[config.mk]
export PLATFORM = sky130hd
export DESIGN_NAME = vaxr_cordic_stage
export DESIGN_NICKNAME = d
export VERILOG_FILES = /design/src/rtl/vaxr_pkg.sv /design/src/rtl/vaxr_cordic_stage.sv
export SDC_FILE = /design/constraint.sdc
export NUM_CORES = 1
export LEC_CHECK = 0
export ABC_AREA = 1
export BUFFER_PORTS_ARGS = -buffer_cell sky130_fd_sc_hd__buf_4
export CAP_MARGIN = 25
export CORE_MARGIN = 4
export CORE_UTILIZATION = 53
export DETAILED_ROUTE_END_ITERATION = 12
export GPL_TIMING_DRIVEN = 0
export MAX_ROUTING_LAYER = met4
export PLACE_DENSITY = 0.86
export SLEW_MARGIN = 15
export SYNTH_ARGS = -nofsm -noshare
export SYNTH_HDL_FRONTEND = slang
export SYNTH_SLANG_ARGS = --single-unit
[constraint.sdc]
create_clock -name clk -period 15.7 [get_ports clk]
set_input_delay 2.355 -clock clk [delete_from_list [all_inputs] [get_ports clk]]
set_output_delay 2.355 -clock clk [all_outputs]
set_load 0.02 [all_outputs]
[src/rtl/vaxr_pkg.sv]
package vaxr_pkg;

  // internal binary angle: 2^32 is one turn
  localparam int TURN_W = 32;
  // CORDIC datapath widths (x/y in Q2.30 with headroom, z in turn units)
  localparam int CX_W = 34;
  localparam int CZ_W = 33;
  localparam int COEF_W = 32;

  localparam logic signed [CX_W-1:0] GAIN_Q30 = 34'sd652032874;
  localparam logic signed [COEF_W-1:0] ONE_Q30 = 32'sd1073741824;
  localparam logic signed [COEF_W-1:0] ROUND_Q30 = 32'sd536870912;
  localparam logic [TURN_W-1:0] EIGHTH_TURN = 32'h2000_0000;

  localparam int ATAN_ENTRIES = 24;
  // atan(2^-i) in units of 2^-32 turn
  localparam logic [31:0] ATAN_TURN32 [ATAN_ENTRIES] = '{
    32'd536870912, 32'd316933406, 32'd167458907, 32'd85004756,
    32'd42667331,  32'd21354465,  32'd10679838,  32'd5340245,
    32'd2670163,   32'd1335087,   32'd667544,    32'd333772,
    32'd166886,    32'd83443,     32'd41722,     32'd20861,
    32'd10430,     32'd5215,      32'd2608,      32'd1304,
    32'd652,       32'd326,       32'd163,       32'd81
  };

  typedef enum logic [1:0] {
    AXIS_X    = 2'd0,
    AXIS_Y    = 2'd1,
    AXIS_Z    = 2'd2,
    AXIS_NONE = 2'd3
  } axis_t;

  typedef enum logic [1:0] {
    QUAD_0   = 2'd0,
    QUAD_90  = 2'd1,
    QUAD_180 = 2'd2,
    QUAD_270 = 2'd3
  } quad_t;

  typedef struct packed {
    logic signed [CX_W-1:0] x;
    logic signed [CX_W-1:0] y;
    logic signed [CZ_W-1:0] z;
  } cordic_t;

endpackage

[src/rtl/vaxr_cordic_stage.sv]
module vaxr_cordic_stage #(
  parameter int STAGE  = 0,
  parameter int META_W = 100
) (
  input  logic                    clk,
  input  logic                    rst_n,
  input  logic                    in_valid,
  output logic                    in_ready,
  input  vaxr_pkg::cordic_t       in_vec,
  input  logic [META_W-1:0]       in_meta,
  output logic                    out_valid,
  input  logic                    out_ready,
  output vaxr_pkg::cordic_t       out_vec,
  output logic [META_W-1:0]       out_meta
);

  logic signed [vaxr_pkg::CX_W-1:0] dx;
  logic signed [vaxr_pkg::CX_W-1:0] dy;
  logic signed [vaxr_pkg::CZ_W-1:0] step;
  vaxr_pkg::cordic_t                vec_nxt;
  vaxr_pkg::cordic_t                vec_r;
  logic [META_W-1:0]                meta_r;
  logic                             valid_r;

  assign in_ready = !valid_r || out_ready;

  always_comb begin
    dx   = in_vec.y >>> STAGE;
    dy   = in_vec.x >>> STAGE;
    step = $signed(vaxr_pkg::CZ_W'(vaxr_pkg::ATAN_TURN32[STAGE]));
    if (!in_vec.z[vaxr_pkg::CZ_W-1]) begin
      vec_nxt.x = in_vec.x - dx;
      vec_nxt.y = in_vec.y + dy;
      vec_nxt.z = in_vec.z - step;
    end else begin
      vec_nxt.x = in_vec.x + dx;
      vec_nxt.y = in_vec.y - dy;
      vec_nxt.z = in_vec.z + step;
    end
  end

  always_ff @(posedge clk) begin
    if (!rst_n) begin
      valid_r <= 1'b0;
    end else if (in_ready) begin
      valid_r <= in_valid;
    end
  end

  always_ff @(posedge clk) begin
    if (in_valid && in_ready) begin
      vec_r  <= vec_nxt;
      meta_r <= in_meta;
    end
  end

  assign out_valid = valid_r;
  assign out_vec   = vec_r;
  assign out_meta  = meta_r;

endmodule

==> results of run 1 <==
[kinds of logic (layout without fill, tap and decap cells)]
family	after synthesis	count (layout)
adder cells (fa/ha/maj)	105	105
buffers and inverters	257	712
flip-flops	201	201
XOR/XNOR	28	28
AO/OA/AOI/OAI	274	274
other	0	4
AND/OR/NAND/NOR	748	748
multiplexers	2	2
[layout by cell type (no fill, tap or decap), types with 5 or more instances in the layout]
cell type	count
buf_4	424
nand2_1	405
inv_1	206
edfxtp_1	200
nor2_1	140
nand3_1	137
a21oi_1	126
ha_1	101
o21ai_0	80
xor2_1	26
clkbuf_16	23
nor3_1	15
o21ai_1	14
buf_2	13
nand2_2	11
nand4_1	11
clkbuf_1	9
nor2_2	9
a21o_1	9
o21bai_1	8
buf_16	8
buf_6	7
a21oi_2	7
o21ai_2	5
o211ai_1	5
clkinv_1	5
[area by class of cell]
class,instances,area (µm²),share of cell area
clock inverters,15,133,0.00743
plain buffers,46,309,0.0173
inverters,211,795,0.0445
multi-input cells,1157,6310,0.353
flip-flops and latches,201,6030,0.338
diodes,4,10.0,0.000561
well taps,324,405,0.0227
repair buffers,415,3280,0.184
clock buffers,25,583,0.0327
[worst paths after layout]
path / to / slack [ns] / cells after the start
worst min-delay path: out_valid / 0.67 / 2
worst min register to register: out_valid / 0.67 / 2
worst max-delay path: in_ready / 10.48 / 4
worst max register to register: out_meta[59] / 13.57 / 5
[stage by stage]
stage	instance area (µm²)	cells	hold slack (ns)	setup WS [ns]	setup TNS (ns)
global route	17900	2398	0.672	10.46	0
global placement	16900	2345	0.515	-0.439	-84.31
finish	17900	2398	0.669	10.48	0
floorplan	13400	1615	0.729	2.88	0
CTS	17800	2394	0.660	10.49	0
detailed placement	17100	2354	0.625	10.51	0
[flip-flops by register name, summed over array words and instances, names as in the netlist]
register and flops:
out_meta 100, out_vec 100, out_valid 1
[power breakdown]
part	total, mW	internal (mW)	switching (mW)
Combinational	0.532	0.186	0.346
Sequential	0.663	0.646	0.0166
Clock	0.524	0.300	0.224
[layer usage]
layer	GRT usage	part of all wire
met2	0.674	0.46
met5	-	0
met3	0.0924	0.11
met1	0.505	0.36
met4	0.212	0.067
[worst reg2reg max path, delay by kind of cell, from the launching register on]
kind / cells / cell delay, ns
buf+inv: 4 / 0.87
compound gates: 1 / 0.58
flops: 1 / 0.37
==> summary.md, run 1 <==
| Metric | Value |
|---|---|
| Syn Area/Cell | 8.31 µm² |
| Unrepaired setup endpoints after global routing | false |
| Final Core Density | 0.726 |
| Port bufs | 406 |
| WP buf/inv | 3 |
| Yosys cell types | 47 |
| Reg clk slew, reported paths | 0.06 ns |
| Most frequent cell on the critical path | buf_4 |
| Detailed Route WL | 59800 µm |
| Slowest cell on the critical path | buf_4 |
| Die area | 0.0279 mm² |
| GP Congestion | 0.997 |
| Cell taking the most area after synthesis | edfxtp_1 |
| # DRC | 0 |
| Initial antenna violation count | 4 |
| Crit path launch | out_ready |
| Post-Synth Simple-Gate Area | 0.237 |
| Max-cap violations | 0 |
| Fill cells | 1787 |
| Maximum root-to-sink buffer count | 3 |
| Final Hold Fails | 0 |
| Slew Viols, Final | 0 |
| Post-synthesis compound-gate area fraction | 0.112 |
| Final min period | 5.22 ns |
| Type of the most critical hold path | reg2reg |
| Element type at the critical path end | output pin |
| Post-CTS sizing | 0 |
| Cells along the critical path | buf_4 > inv_1 > nand2_1 > buf_4 |
| Largest family of logic cells by synthesized area | simple AND/OR/NAND/NOR gates |
| Fmax | 192 MHz |
| Worst setup SP type | input pin |
| IO Count | 408 |
| Xor and xnor area share after synthesis | 0.0183 |
| First-pass GRT wire length | 86700 µm |
| CTS tree | done |
| Fin nets | 2364 |
| CTS root buf | clkbuf_16 |
| Commonest cells in the netlist | 405 x nand2_1, 206 x inv_1, 200 x edfxtp_1 |
| Post-synth EDFFs | 200 |
| Leak Pwr | 8.53 nW |
| CTS Sinks | 201 |
| Yosys top cell area share | 0.447 |
| IR drop worst, VDD | 100 µV |
| Pin count of the biggest net entering global routing | 29 |
| Initial core utilization | 0.546 |
| CTS HTree Levels | 1 |
| Drt initial violations | 2081 |
| TritonCTS buffer count | 22 |
| Most common cell in the synthesized netlist | nand2_1 |
| Largest cells by area after synthesis | edfxtp_1 45%, nand2_1 11%, ha_1 9.4%, inv_1 5.8%, nand3_1 5.1% |
| Final Setup Violations | 0 |
| Hold path start | out_valid |
| Drt pass-1 iters | 6 |
| Total grt overflow | 0 |
| Async S/R FF share, synth | 0 |
| Post-synthesis adder-cell area fraction | 0.100 |
| Hold_buf cts | 0 |
| Syn nets | 1925 |
| CP required | 13.35 ns |
| Outcome | finished, final reports clean |
| Power Density | 96.3 mW/mm² |
| Worst stage delay on the critical path | 0.18 ns |
| CP max FO | 2 |
| Layout cells sized above 1 | 0.260 |
| Worst skew pair latency | 0.52 ns |
| Rows | 57 |
| Area grow syn2layout | 33.0% |
| Die W | 167 µm |
| Number of synthesized register bits | 201 |
| Tot GR Track Use | 0.421 |
| Crit share post-route | 0.332 |
| Post-route ant nets | 0 |
| Max_slew headroom | 0.402 |
| Mux cell area share after synthesis | 0.00149 |
| Placed wire-length estimate | 47900 µm |
| Crit path max-delay family | buffers and inverters |
| Synth Flop Type | edfxtp_1 |
| Clock skew | 0.0136 ns |
| DR WL/cell | 24.9 µm |
| Seq/Total Area, Yosys | 0.449 |
| Ys Warns | 0 |
| Total power | 1.72 mW |
| Synth Cell Area | 0.0134 mm² |
| Slew @ Worst Pin | 0.896 ns |
| WP data arrival | 2.86 ns |
| Mapped Cells | 1615 |
| Critical path class | in2out |
| Setup bufs post-CTS | 0 |
| Via count | 14300 |
| FF-to-FF Start | out_valid |
| Number of global-route vias before repair | 13900 |
| Via density | 5.97 |
| Total core area | 0.0246 mm² |
| Die height | 167 µm |
Note: power is estimated with default switching activity, not from simulation.
==> run 2: changes to the inputs <==
--- a/config.mk
+++ b/config.mk
@@ -9,11 +9,11 @@
 export BUFFER_PORTS_ARGS = -buffer_cell sky130_fd_sc_hd__buf_4
 export CAP_MARGIN = 25
 export CORE_MARGIN = 4
-export CORE_UTILIZATION = 53
+export CORE_UTILIZATION = 48
 export DETAILED_ROUTE_END_ITERATION = 12
 export GPL_TIMING_DRIVEN = 0
 export MAX_ROUTING_LAYER = met4
-export PLACE_DENSITY = 0.86
+export PLACE_DENSITY = 0.82
 export SLEW_MARGIN = 15
 export SYNTH_ARGS = -nofsm -noshare
 export SYNTH_HDL_FRONTEND = slang
==> constraint.sdc (replaced) <==
create_clock -name clk -period 4.7 [get_ports clk]
set_input_delay 0.705 -clock clk [delete_from_list [all_inputs] [get_ports clk]]
set_output_delay 0.705 -clock clk [all_outputs]
set_load 0.02 [all_outputs]
==> summary.md, run 2 (synthesis results as in run 1) <==
| Metric | Value |
|---|---|
| Outcome | finished, final reports clean |
| WP buf/inv | 2 (-1) |
| Pre-CTS setup slack | 1.64 ns (-8.86 ns) |
| Post-route ant nets | 0 (unchanged) |
| # DRC | 0 (unchanged) |
| Clock skew | 0.0108 ns (-0.00274 ns) |
| Placement Cell Area | 0.0171 mm² (about the same) |
| Power Density | 322 mW/mm² (+230%) |
| First-pass GRT wire length | 82500 µm (-4.8%) |
| Final Hold Fails | 0 (unchanged) |
| GP Congestion | 0.987 (-1.0%) |
| Detailed Route WL | 56600 µm (-5.3%) |
| Worst setup SP type | input pin |
| DR WL/cell | 23.2 µm (-7.1%) |
| Worst skew pair latency | 0.51 ns (about the same) |
| Worst stage delay on the critical path | 0.52 ns (+0.34 ns) |
| Initial core utilization | 0.493 (-0.0530) |
| Slew @ Worst Pin | 1.04 ns (+0.142 ns) |
| Sw frac | 0.328 (-0.0133) |
| IO Count | 408 (unchanged) |
| Element type at the critical path end | register |
| Slowest cell on the critical path | fa_1 |
| Setup bufs post-CTS | 0 (unchanged) |
| Unrepaired setup endpoints after global routing | false |
| Pin count of the biggest net entering global routing | 29 (unchanged) |
| Reg2reg setup slack | 2.61 ns (-10.96 ns) |
| CP max FO | 5 (+3) |
| Setup_tns | 0 ns (unchanged) |
| Drt pass-1 iters | 7 (+1) |
| Most frequent cell on the critical path | nand2_1 |
| Slack of the critical path | 2.09 ns (-8.39 ns) |
| Tot GR Track Use | 0.365 (-0.0558) |
| Max-cap violations | 0 (unchanged) |
| Drt initial violations | 1386 (-33%) |
| Leak Pwr | 8.55 nW (+0.19%) |
| Worst Hold Depth | 1 (-1) |
| Initial antenna violation count | 3 (-1) |
| Slew Viols, Final | 0 (unchanged) |
| TritonCTS buffer count | 22 (unchanged) |
| Type of the most critical hold path | in2reg |
| Crit share post-route | 0.554 |
| Maximum root-to-sink buffer count | 3 (unchanged) |
| Layout cells sized above 1 | 0.261 (+0.000609) |
| Die area | 0.0307 mm² (+9.9%) |
| Commonest non-fill, non-tap cell in the layout | buf_4 |
| Via density | 5.58 (-6.6%) |
| Via count | 13600 (-4.8%) |
| Area grow syn2layout | 33.5% |
| Total power | 5.78 mW (+240%) |
| Clock share of power | 0.319 (+0.014) |
| Placed wire-length estimate | 46600 µm (-2.6%) |
| Crit path depth | 14 (+10) |
| CTS root buf | clkbuf_16 |
| CTS tree | done |
| Rows | 60 (+5.3%) |
| Number of global-route vias before repair | 13600 (-2.4%) |
| Critical path class | in2reg |
| Final min period | 2.61 ns |
| Fin area | 0.0179 mm² (+0.37%) |
| P_int | 3.88 mW (+240%) |
| Reg clk slew, reported paths | 0.06 ns (about the same) |
| Reg2Reg Depth | 4 (-1) |
| CTS HTree Levels | 1 (unchanged) |
| Die W | 175 µm (+4.8%) |
| Total core area | 0.0273 mm² (+11%) |
| CP required | 4.90 ns (-8.45 ns) |
| Most frequent cells in the layout | 424 x buf_4, 405 x nand2_1, 206 x inv_1, 200 x edfxtp_1, 140 x nor2_1 |
| Crit path max-delay family | adder cells |
| Fin nets | 2363 (-0.042%) |
| Reg2reg end | out_meta[69] |
| Hold path start | in_meta[5] |
| Hold_buf cts | 0 (unchanged) |
| WP data arrival | 2.80 ns (-0.06 ns) |
| Fmax | 384 MHz |
| Final Core Density | 0.657 (-0.0680) |
| Reg power frac | 0.382 (-0.004) |
| Port bufs | 406 (unchanged) |
| Worst Hold Path EP | out_meta[5] |
| Cells along the critical path | buf_4 > ha_1 > fa_1 > nand2_1 > nor2_2 > nor2_4 > inv_2 > nand2_1 > nand2_2 > nand2_1 > nand2_1 > xor2_1 > nand2_1 > o21ai_0 |
| IR drop worst, VDD | 227 µV (+130%) |
| Die height | 175 µm (+4.8%) |
| Final Setup Violations | 0 (unchanged) |
| FF-to-FF Start | out_valid |
| Max_slew headroom | 0.308 (-0.0947) |
| CTS Sinks | 201 (unchanged) |
| Post-CTS sizing | 0 (unchanged) |
| Combinational Power Share | 0.300 (-0.009) |
| Total grt overflow | 0 (unchanged) |
| Psw | 1.89 mW (+220%) |
run 2: layout make-up:
| class | instances | area (µm²) |
|---|---|---|
| Clock inverter | 11 | 141 |
| Timing Repair Buffer | 414 | 3240 |
| Buffer | 46 | 309 |
| Sequential cell | 201 | 6030 |
| Clock buffer | 29 | 628 |
| Tap cell | 372 | 465 |
| Inverter | 211 | 795 |
| Fill cell | 2240 | 9330 |
| Multi-Input combinational cell | 1157 | 6310 |
| Antenna cell | 3 | 7.51 |
run 2: metal layers:
| layer | up-vias | routed length (µm) | GRT usage |
|---|---|---|---|
| met5 | - | 0 | - |
| met4 | 0 | 3290 | 0.173 |
| met3 | 156 | 5710 | 0.0770 |
| met2 | 787 | 26200 | 0.590 |
| met1 | 6434 | 21400 | 0.439 |
| li1 | 6251 | - | - |
run 2: how the worst max path moves through the flow:
stage | end | slack (ns) | startpoint
global route | out_vec[59] | 2.01 | in_vec[33]
detailed placement | out_vec[63] | 1.64 | in_vec[33]
CTS | out_vec[43] | 2.16 | in_vec[33]
floorplan | out_meta[0] | 0.13 | out_ready
global placement | out_vec[69] | -1.13 | out_ready
finish | out_vec[43] | 2.09 | in_vec[33]
run 2: per-stage QoR:
| step | hold slack [ns] | std cells |
|---|---|---|
| floorplan | 0.764 | 1615 |
| global placement | 0.557 | 2393 |
| detailed placement | 0.641 | 2401 |
| CTS | 0.356 | 2441 |
| global route | 0.354 | 2444 |
| finish | 0.363 | 2444 |
run 2: power by group through the flow:
stage          Clock, mW  Combinational (mW)  Sequential [mW]
5_1_grt             1.94                1.86             2.22
3_5_place_dp           0                1.69             2.24
2_1_floorplan          0               0.770             2.42
6_report            1.84                1.73             2.21
4_1_cts             1.85                1.70             2.21
3_3_place_gp           0                1.64             2.25
==> run 3: changes to the inputs <==
--- a/config.mk
+++ b/config.mk
@@ -5,15 +5,15 @@
 export SDC_FILE = /design/constraint.sdc
 export NUM_CORES = 1
 export LEC_CHECK = 0
-export ABC_AREA = 1
+export ABC_AREA = 0
 export BUFFER_PORTS_ARGS = -buffer_cell sky130_fd_sc_hd__buf_4
 export CAP_MARGIN = 25
 export CORE_MARGIN = 4
-export CORE_UTILIZATION = 48
+export CORE_UTILIZATION = 51
 export DETAILED_ROUTE_END_ITERATION = 12
 export GPL_TIMING_DRIVEN = 0
 export MAX_ROUTING_LAYER = met4
-export PLACE_DENSITY = 0.82
+export PLACE_DENSITY = 0.85
 export SLEW_MARGIN = 15
 export SYNTH_ARGS = -nofsm -noshare
 export SYNTH_HDL_FRONTEND = slang
==> constraint.sdc (replaced) <==
create_clock -name clk -period 2.62 [get_ports clk]
set_input_delay 0.393 -clock clk [delete_from_list [all_inputs] [get_ports clk]]
set_output_delay 0.393 -clock clk [all_outputs]
set_load 0.02 [all_outputs]
==> summary.md, run 3 <==
| Metric | Value |
|---|---|
| Outcome | finished with violations |
| Failing checks | setup timing |
| Pre-CTS setup slack | -0.918 ns (-2.56 ns) |
| Layout cells sized above 1 | 0.407 (+0.146) |
| Die area | 0.0259 mm² (-16%) |
| Max_slew headroom | 0.380 (+0.0724) |
| Pin count of the biggest net entering global routing | 60 (+110%) |
| CP required | 2.86 ns (-2.04 ns) |
| Element type at the critical path end | register |
| Multi-input logic area | 0.00619 mm² (-1.8%) |
| Non-Filler Instances | 1903 (-22%) |
| Initial core utilization | 0.523 (+0.0303) |
| GP Congestion | 1.02 (+3.3%) |
| First-pass GRT wire length | 71400 µm (-13%) |
| Synth Flop Type | edfxtp_1 |
| Unrepaired setup endpoints after global routing | true |
| Met3 Usage GRT | 0.0885 (+0.0115) |
| Worst skew pair latency | 0.50 ns (about the same) |
| Hold WS | 0.0510 ns (-0.312 ns) |
| Crit path max-delay family | compound AO/OA/AOI/OAI gates |
| Drt initial violations | 1232 (-11%) |
| CTS root buf | clkbuf_16 |
| Final Core Density | 0.767 (+0.109) |
| TritonCTS buffer count | 23 (+4.5%) |
| Mapped Cells | 1100 (-32%) |
| Slowest cell on the critical path | a221oi_1 |
| Most frequent cells in the layout | 446 x buf_4, 200 x edfxtp_1, 93 x a21oi_1, 90 x inv_1, 83 x ha_1 |
| Total grt overflow | 0 (unchanged) |
| Die height | 161 µm (-8.1%) |
| CTS tree | done |
| Worst setup SP type | input pin |
| Power Density | 611 mW/mm² (+89%) |
| Largest cells by area after synthesis | edfxtp_1 50%, ha_1 11%, a21oi_1 4.7%, xnor2_1 4.5%, inv_1 3.2% |
| Final min period | 2.65 ns |
| Syn nets | 1410 (-27%) |
| Combinational Power Share | 0.304 (+0.004) |
| Hold_buf cts | 0 (unchanged) |
| Via count | 11600 (-15%) |
| Number of placed instances, taps included | 1823 (-24%) |
| Ys Warns | 0 (unchanged) |
| Crit share post-route | 1.01 |
| Leak Pwr | 7.37 nW (-14%) |
| Detailed Route WL | 50400 µm (-11%) |
| Cells along the critical path | buf_4 > inv_2 > ha_4 > buf_6 > nand2b_1 > a221oi_1 > or4b_4 > nor2_4 > o31ai_4 > a31o_1 > nor2_1 > a21oi_2 > xnor2_1 |
| Synth Cell Area | 0.0119 mm² (-11%) |
| Fmax | 378 MHz |
| Cell taking the most area after synthesis | edfxtp_1 |
| Commonest cells in the netlist | 200 x edfxtp_1, 113 x a21oi_1, 101 x ha_1, 101 x inv_1, 81 x nor2_1 |
| WP data arrival | 2.89 ns (+0.09 ns) |
| Reg clk slew, reported paths | 0.08 ns (+0.02 ns) |
| Drt pass-1 iters | 9 (+2) |
| Sw frac | 0.322 (-0.00596) |
| Post-synth EDFFs | 200 (unchanged) |
| Seq/Total Area, Yosys | 0.504 (+0.0555) |
| Fill cells | 1558 (-30%) |
| Tot GR Track Use | 0.372 (+0.00672) |
| Critical path class | in2reg |
| Commonest non-fill, non-tap cell in the layout | buf_4 |
| Psw | 3.44 mW (+82%) |
| Die W | 161 µm (-8.1%) |
| DR WL/cell | 26.5 µm (+14%) |
| Area grow syn2layout | 46.6% |
| Syn Area/Cell | 10.9 µm² (+31%) |
| Type of the most critical hold path | in2reg |
| Total core area | 0.0228 mm² (-16%) |
| Fin nets | 1879 (-20%) |
| GRT met2 Usage | 0.577 (-0.0130) |
| Slew @ Worst Pin | 0.930 ns (-0.109 ns) |
| Max-cap violations | 0 (unchanged) |
| Post-route ant nets | 0 (unchanged) |
| Maximum root-to-sink buffer count | 3 (unchanged) |
| Yosys top cell area share | 0.503 (+0.0553) |
| P_int | 7.25 mW (+87%) |
| Slew Viols, Final | 0 (unchanged) |
| IR drop worst, VDD | 469 µV (+110%) |
| Total power | 10.7 mW (+85%) |
| CTS Sinks | 201 (unchanged) |
| Worst stage delay on the critical path | 0.58 ns (+0.06 ns) |
| Via density | 6.09 (+9.2%) |
| # DRC | 0 (unchanged) |
| CP max FO | 10 (+5) |
| GRT Max-Usage Layer | met2 |
| Clock skew | 0.0108 ns (-0.0000642 ns) |
| Grt met1 use | 0.453 (+0.0139) |
| Yosys cell types | 77 (+64%) |
| Initial antenna violation count | 5 (+2) |
| Number of global-route vias before repair | 11100 (-18%) |
| Reg power frac | 0.375 (-0.007) |
| Slack of the critical path | -0.0282 ns (-2.12 ns) |
| IO Count | 408 (unchanged) |
| Clock share of power | 0.321 (+0.002) |
| Port bufs | 407 (+0.25%) |
| Async S/R FF share, synth | 0 (unchanged) |
| Number of synthesized register bits | 201 (unchanged) |
| Placed wire-length estimate | 38400 µm (-18%) |
| Rows | 55 (-8.3%) |
| WP buf/inv | 3 (+1) |
| Register area | 0.00603 mm² (unchanged) |
| Final Hold Fails | 0 (unchanged) |
| Most common cell in the synthesized netlist | edfxtp_1 |
| Final Setup Violations | 8 (+8) |
| CTS HTree Levels | 1 (unchanged) |
[run 3: cell types whose count changed in the layout (fill, tap and decap cells not counted), sizes merged, moves of 26 or more]
cell   change
nand2    -369
nand3    -118
inv      -107
nor2      -70
xnor2     +59
o21ai     -26
[run 3: power groups by stage]
| stage | Clock (mW) | Combinational, mW | Sequential (mW) |
|---|---|---|---|
| floorplan | 0 | 1.23 | 4.41 |
| global placement | 0 | 2.75 | 4.07 |
| detailed placement | 0 | 2.80 | 4.07 |
| CTS | 3.44 | 2.94 | 4.02 |
| global route | 3.59 | 3.39 | 4.04 |
| finish | 3.43 | 3.25 | 4.02 |
[run 3: layout make-up]
cell class | count | area share
clock buffers | 25 | 0.0333
clock inverters | 16 | 0.0116
repair buffers | 448 | 0.196
inverters | 107 | 0.0244
multi-input cells | 749 | 0.353
well taps | 313 | 0.0224
plain buffers | 39 | 0.0145
diodes | 5 | 0.000714
flip-flops and latches | 201 | 0.344
[run 3: worst reg2reg max path: stages (launching register included)]
cell      delay [ns]
dfxtp_1         0.31
nand2b_1        0.14
and2_4          0.68
buf_16          0.37
[run 3: path summary, 6_finish.rpt]
| check | cells after the start | from | slack, ns | end |
|---|---|---|---|---|
| hold / removal | 1 | in_vec[1] | 0.05 | out_vec[1] |
| setup / recovery | 13 | in_vec[39] | -0.03 | out_vec[60] |
| setup reg to reg | 3 | out_valid | 0.76 | out_vec[78] |
| hold reg to reg | 2 | out_valid | 0.61 | out_valid |
[run 3: per-stage QoR]
step                      setup TNS, ns  area (µm²)
after floorplan                 -0.0477       12100
after global routing             -0.524       17500
after detailed placement         -26.48       15600
final                           -0.0873       17500
after CTS                       -0.0138       16800
after global placement          -102.26       15500
[run 3: metal layers]
metal | vias up | part of all wire
li1 | 4958 | -
met1 | 5595 | 0.36
met2 | 842 | 0.46
met3 | 194 | 0.11
met4 | 0 | 0.071
met5 | - | 0
[run 3: kinds of logic after synthesis]
kind of cell | synth area share
compound gates | 0.179
xor+xnor | 0.0484
fa+ha+maj | 0.112
buf+inv | 0.0506
flops | 0.504
mux | 0.0101
simple gates | 0.0949
[run 3: repair_timing]
item / in CTS / in global routing
endpoints found under the setup margin: 27 / 34
gates resized for setup: 63 / 104
cloned: 0 / 0
pin swaps: 20 / 51
buffers inserted: 9 / 29
